--- src/rtl/pfrm_pkg.sv ---
`timescale 1ns / 1ps
// ----------------------------------------------------------------------------
// pfrm_pkg
// Shared types and constants of the range rule matcher: table size, request
// codes and the transaction record that walks down the row of rule cells.
// ----------------------------------------------------------------------------
package pfrm_pkg;

	localparam int MAX_RULES = 64;

	localparam int CLASS_W = 9;
	localparam int PORT_W  = 16;
	localparam int ADDR_W  = 32;

	typedef enum logic {
		OP_ADD   = 1'b0,
		OP_CHECK = 1'b1
	} op_t;

	// transaction as it travels through the cells
	// done: add already placed in a cell, or check already matched a rule
	typedef struct packed {
		logic               vld;
		op_t                op;
		logic               done;
		logic [CLASS_W-1:0] cls;
		logic [PORT_W-1:0]  port_lo;
		logic [PORT_W-1:0]  port_hi;
		logic [ADDR_W-1:0]  addr_lo;
		logic [ADDR_W-1:0]  addr_hi;
	} item_t;

endpackage

--- src/rtl/pfrm_cell.sv ---
`timescale 1ns / 1ps
// ----------------------------------------------------------------------------
// pfrm_cell
// One rule slot. Holds a rule once an add reaches it while empty, matches
// passing checks against it and hands the transaction on to the next cell.
// ----------------------------------------------------------------------------
module pfrm_cell (
	input  logic            clk,
	input  logic            arst_n,
	input  logic            adv,
	input  pfrm_pkg::item_t item_in,
	output pfrm_pkg::item_t item_out
);

	logic                         occ_q;
	logic [pfrm_pkg::CLASS_W-1:0] cls_q;
	logic [pfrm_pkg::PORT_W-1:0]  port_lo_q;
	logic [pfrm_pkg::PORT_W-1:0]  port_hi_q;
	logic [pfrm_pkg::ADDR_W-1:0]  addr_lo_q;
	logic [pfrm_pkg::ADDR_W-1:0]  addr_hi_q;
	pfrm_pkg::item_t              item_q;

	logic            capture;
	logic            hit;
	pfrm_pkg::item_t item_nxt;

	always_comb begin
		capture = item_in.vld && (item_in.op == pfrm_pkg::OP_ADD) && !item_in.done && !occ_q;
		hit     = item_in.vld && (item_in.op == pfrm_pkg::OP_CHECK) && occ_q
		          && (item_in.cls == cls_q)
		          && (item_in.port_lo >= port_lo_q) && (item_in.port_lo <= port_hi_q)
		          && (item_in.addr_lo >= addr_lo_q) && (item_in.addr_lo <= addr_hi_q);
		item_nxt      = item_in;
		item_nxt.done = item_in.done || capture || hit;
	end

	always_ff @(posedge clk or negedge arst_n) begin
		if (!arst_n) begin
			occ_q  <= 1'b0;
			item_q <= '0;
		end else if (adv) begin
			item_q <= item_nxt;
			if (capture) begin
				occ_q <= 1'b1;
			end
		end
	end

	// rule contents, no reset
	always_ff @(posedge clk) begin
		if (adv && capture) begin
			cls_q     <= item_in.cls;
			port_lo_q <= item_in.port_lo;
			port_hi_q <= item_in.port_hi;
			addr_lo_q <= item_in.addr_lo;
			addr_hi_q <= item_in.addr_hi;
		end
	end

	assign item_out = item_q;

endmodule

--- config.mk ---
export PLATFORM = sky130hd
export DESIGN_NAME = pfrm_cell
export DESIGN_NICKNAME = d
export VERILOG_FILES = /design/src/rtl/pfrm_pkg.sv /design/src/rtl/pfrm_cell.sv
export SDC_FILE = /design/constraint.sdc
export NUM_CORES = 1
export LEC_CHECK = 0
export ABC_AREA = 1
export BUFFER_PORTS_ARGS = -buffer_cell sky130_fd_sc_hd__clkbuf_2
export CELL_PAD_IN_SITES_DETAIL_PLACEMENT = 1
export CELL_PAD_IN_SITES_GLOBAL_PLACEMENT = 1
export CORE_ASPECT_RATIO = 0.5
export CORE_UTILIZATION = 45
export CTS_BUF_LIST = sky130_fd_sc_hd__clkbuf_4 sky130_fd_sc_hd__clkbuf_8 sky130_fd_sc_hd__clkbuf_16
export DETAILED_ROUTE_END_ITERATION = 6
export GPL_TIMING_DRIVEN = 1
export PLACE_DENSITY_LB_ADDON = 0.1
export RECOVER_POWER = 100
export SYNTH_ARGS = -nofsm -noshare
export SYNTH_HDL_FRONTEND = slang
export SYNTH_SLANG_ARGS = --single-unit
--- constraint.sdc ---
create_clock -name clk -period 16.06 [get_ports clk]
set_input_delay 2.409 -clock clk [delete_from_list [all_inputs] [get_ports clk]]
set_output_delay 2.409 -clock clk [all_outputs]
set_load 0.005 [all_outputs]
After elaboration in Yosys (flattened, before gate mapping). Index checks and enable logic that the tools add are counted.

Bits in registers: 214. Bits in latches: 0. RAM bits: 0. Memory bits (read-only): 0. Input bits: 111. Output and inout bits: 108. Word-level logic and storage cells: 36. Memories: 0.

Add/subtract/negate cells: 0. Multiply operators: 0. Divide/modulo/power cells: 0. Order comparisons: 4. Equal/unequal tests: 1. Shift-type cells: 0. Multiplexer cells: 0. Bitwise logic cells: 1. Reductions and logical operators: 16.

Operator list (count): $ge 32x32->1 (1); $le 32x32->1 (1); $ge 16x16->1 (1); $le 16x16->1 (1); $logic_and 1x1->1 (11); $eq 9x9->1 (1); $logic_not 1->1 (2); $logic_or 1x1->1 (2); $reduce_and 2->1 (1); $not 1->1 (1).

Longest topological paths before layout.
Word-level depth: 8. Gate-level depth with buffers: 16. Depth with buffers taken out: 16.

Least setup slack after synthesis. No wires, ideal clock.

Path kind: input port to flip-flop. From: input port adv. To: register addr_hi_q[0] in the netlist's numbering, enable pin. Arrival time: 7.309 ns. Slack: 8.182 ns. Stages: 5. Path buffers: 3. Cell sequence: buf_2 inv_2 buf_2 buf_2 nor2_1.

Longest elaborated chain between the ends: 1.

Ends and longest elaborated chain: from (decl) (RTL line pfrm_cell.sv:10) `input logic adv,`; $logic_and 1x1->1 (RTL line pfrm_cell.sv:51) `if (adv && capture) begin`; to (signal assigned) (RTL line pfrm_cell.sv:56) `addr_hi_q <= item_in.addr_hi;`; to (decl) (RTL line pfrm_cell.sv:20) `logic [pfrm_pkg::ADDR_W-1:0] addr_hi_q;`.

Every way passes these cells. A chain may end at the register's enable or synchronous reset.

Final worst setup path.
From: input port adv. To: register addr_lo_q[18] in the netlist's numbering, enable pin.

Longest elaborated chain between the ends: 1.

Ends and longest elaborated chain: $logic_and 1x1->1 (RTL line pfrm_cell.sv:51); to (signal assigned) (RTL line pfrm_cell.sv:55) `addr_lo_q <= item_in.addr_lo;`; to (decl) (RTL line pfrm_cell.sv:19) `logic [pfrm_pkg::ADDR_W-1:0] addr_lo_q;`.

Every way passes these cells.

==> results.md <==
Run status:
- The run finished, with violations left.
- The final reports fail on capacitance limit, slew limit.

Cells and area:
- Relative to the synthesized area, the layout overhead comes to 18.9%.
- The proportion of layout cells with a drive suffix above 1 is 0.0801.
- 0 antenna diodes ended up in the layout.
- The post-layout net count is 1441.
- Leaving out fill and tap cells, the most frequent cell in the layout is sky130_fd_sc_hd__nand2_1.
- The top cell types in the final layout, fill and taps aside, are sky130_fd_sc_hd__nand2_1, sky130_fd_sc_hd__clkbuf_1, sky130_fd_sc_hd__inv_1.

Floorplanning:
- The floorplan has 38 rows.
- The die width is 212 um.
- The initial cell density of the core is 0.459.
- The die height is 107 um.
- The die covers 0.0227 mm2.
- The placeable core area is 0.0217 mm2.
- 219 I/O pins were placed.

Synthesis:
- The synthesized netlist net count is 1220.
- In this run the cell area of the synthesized design comes to 0.00994 mm2.
- The Yosys step of the flow raised 0 warnings.
- In this run, synthesis produced a sequential element count of 214.
- The distinct cell type count after synthesis is 28.
- The sequential cell area fraction in the yosys report is 0.591.
- The instance count of the mapped netlist is 1013.
- The mean area per synthesized cell is 9.82 um2.

Power:
- For this design the ratio of total power to cell area is 104 mW/mm2.
- Across the VDD grid, the largest voltage drop is 0.0626 mV.
- The reported leakage power is 5.84 nW.
- The overall power is 1.23 mW.

Global route:
- In the global route stage, met3 resource usage came out at 0.0398.
- For this run, global-route usage on met2 was measured as 0.393.
- After global routing, the most crowded layer is met2.
- The via count of the first global-routing pass came to 7971.
- In the global route stage, overall resource usage came out at 0.225.
- For this run, global-route usage on met1 was measured as 0.294.
- The pin count of the biggest net entering global routing is 68.
- The total overflow left after global routing is 0.
- The first global-routing pass estimated 39900 um of wire.
- The number of antenna violations at the first check in global routing was 0.

Worst setup path:
- The type of origin of the critical path is a primary input.
- For this design, the slowest cell found on the critical path is sky130_fd_sc_hd__clkinvlp_2.
- The number of buffers and inverters on the critical path is 3.
- The setup slack of the most critical reg-to-reg path is 13000 ps.
- Of all nets on the critical path, the largest fanout is 67.
- Traced cell by cell, the critical path runs through clkbuf_1 > clkinvlp_2 > nor2_4 > buf_4.
- In this design, the stage delay of the slowest critical-path cell is 2540 ps.
- The data arrival time at the worst-slack endpoint is 8920 ps.
- The critical path in this run is classified as primary input to register.
- The gate family responsible for the most delay along the worst path is buffers and inverters.
- The critical path endpoint category is a register.
- The required time at the worst-slack endpoint is 16190 ps.

Clock tree:
- The number of H-tree levels is 1.
- The number of buffers created by CTS is 21.
- The number of gates resized after cts is 0.
- Buffers added to address setup during post-CTS repair amount to 0.
- The clock transition at the registers of the reported paths is 60 ps.
- The total of hold buffers inserted after clock tree synthesis is 0.
- The clock root buffer is sky130_fd_sc_hd__clkbuf_16.
- Counting along the longest clock path gives a buffer depth of 3.
- The number of clock sinks is 214.
- TritonCTS built the clock tree.
- The clock insertion delay at the later pin of the skew report is 500 ps.

Drt:
- The pre-antenna-repair detailed-routing pass consisted of 4 iterations.
- In the final routed layout, each cell accounts on average for 16.0 um.
- The routed wire length is 24700 um.
- The DRC violations left is 0.
- The via density per instance is 4.82.
- After the first detailed-routing iteration, the DRC count stood at 315.
- Once detail routing completed, the nets flagged for antenna violations numbered 0.
- The detailed router placed 7459 vias in this run.

Timing:
- Counting I/O delays and the setup requirement, the final critical path takes 8790 ps.
- Setup repair after global routing left no endpoint under its margin.
- The relative slew slack is -1.29.
- Dividing the final minimum period by the clock period gives 0.547.
- Derived from the worst setup path, the maximum achievable clock frequency is 114 MHz.
- Setup violations remaining at the end of the flow were counted as 0.
- The final sum of negative setup slack is 0 ps.
- On the final layout, the worst clock skew is 10.0 ps.
- The final number of hold-violating endpoints is 0.
- For the pin with the worst max-slew slack, the measured transition is 3430 ps.
- The number of max-slew violations in the final report is 273.

Placement:
- The congestion estimate from routability-driven global placement came to 0.777.
- The estimated wirelength of the detail-placed design is 18200 um.
- The number of port buffers is 218.

Flow run:
- The tool flagged a number of max-cap violations equal to 5.

Worst hold path:
- The min-delay analysis places its worst path in the category register to register.
state kept, by name (all words and copies together), names as in the netlist:
name / count
occ_q: 1
addr_lo_q: 32
cls_q: 9
port_lo_q: 16
port_hi_q: 16
addr_hi_q: 32
item_out: 108
logic make-up after synthesis:
family	share of synthesized area
simple gates	0.185
flops	0.591
buf+inv	0.0605
fa+ha+maj	0.121
compound gates	0.0399
xor+xnor	0.00264
through the flow:
step / utilization / cells / worst slack (ps) / hold WS (ps) / cell area, um2
floorplan: - / 1013 / 8180 / 463 / 9940
global placement: 0.523 / 1511 / 10640 / 453 / 11300
finish: 0.545 / 1548 / 7270 / 471 / 11800
global route: 0.545 / 1548 / 6660 / 489 / 11800
detailed placement: 0.523 / 1511 / 10530 / 458 / 11300
CTS: 0.556 / 1548 / 11060 / 474 / 12000
metal layers:
metal  wire, um  share of wire  vias to the layer above
met3        852          0.034                       32
met5          0              0                        -
met2      12300           0.50                      119
met4        409          0.017                        0
met1      11200           0.45                     3643
li1           -              -                     3665
path summary, 6_finish.rpt:
kind                                  to    startpoint  depth (start not counted)
setup / recovery           addr_lo_q[18]           adv                          4
hold / removal              item_out[50]  item_out[50]                          2
setup reg to reg           addr_lo_q[18]         occ_q                          4
hold reg to reg             item_out[50]  item_out[50]                          2
max in group asynchronous   item_out[43]        arst_n                          2
min in group asynchronous   item_out[11]        arst_n                          1
power by group:
group / total (mW) / internal [mW] / switching [mW]
logic: 0.115 / 0.0422 / 0.0732
clock network: 0.501 / 0.294 / 0.207
registers: 0.614 / 0.600 / 0.0139
total: 1.23 / 0.936 / 0.294
cell type report:
cell class,instances,area [um2]
Timing Repair Buffer,222,900
Multi-Input combinational cell,644,3470
Sequential cell,214,5880
Tap cell,300,375
Inverter,131,493
Clock inverter,2,11.3
Fill cell,2591,9860
Clock buffer,35,692
cells in the mapped netlist:
cell	count	share of area
sky130_fd_sc_hd__nand2_2	2	0.0013
sky130_fd_sc_hd__xor2_1	3	0.0026
sky130_fd_sc_hd__o21bai_1	2	0.0015
sky130_fd_sc_hd__nand3_1	6	0.0030
sky130_fd_sc_hd__nor2_1	38	0.014
sky130_fd_sc_hd__nor3_4	1	0.0016
sky130_fd_sc_hd__dfrtp_1	109	0.27
sky130_fd_sc_hd__a21o_1	3	0.0023
sky130_fd_sc_hd__o22ai_1	2	0.0013
sky130_fd_sc_hd__a21oi_1	40	0.020
sky130_fd_sc_hd__nor4_1	1	0.00063
sky130_fd_sc_hd__nand2_1	410	0.15
sky130_fd_sc_hd__inv_1	127	0.048
sky130_fd_sc_hd__o21ai_0	18	0.0091
sky130_fd_sc_hd__a21oi_2	1	0.00088
sky130_fd_sc_hd__a21boi_1	1	0.00076
sky130_fd_sc_hd__nor2_2	4	0.0025
sky130_fd_sc_hd__buf_2	16	0.0081
sky130_fd_sc_hd__ha_1	96	0.12
sky130_fd_sc_hd__o211ai_1	1	0.00076
sky130_fd_sc_hd__clkbuf_1	8	0.0030
sky130_fd_sc_hd__edfxtp_1	105	0.32
sky130_fd_sc_hd__nor3_2	1	0.0010
sky130_fd_sc_hd__nand4_1	8	0.0050
sky130_fd_sc_hd__o21ai_1	2	0.0010
sky130_fd_sc_hd__inv_2	4	0.0015
sky130_fd_sc_hd__nor3_1	1	0.00050
sky130_fd_sc_hd__o21a_1	3	0.0023
worst min-delay path, cell delays in order (launching register included):
cell and delay, ps:
sky130_fd_sc_hd__dfrtp_1 340, sky130_fd_sc_hd__nand2_1 50, sky130_fd_sc_hd__nand2_1 50
Power figures use the tool's default switching activity.
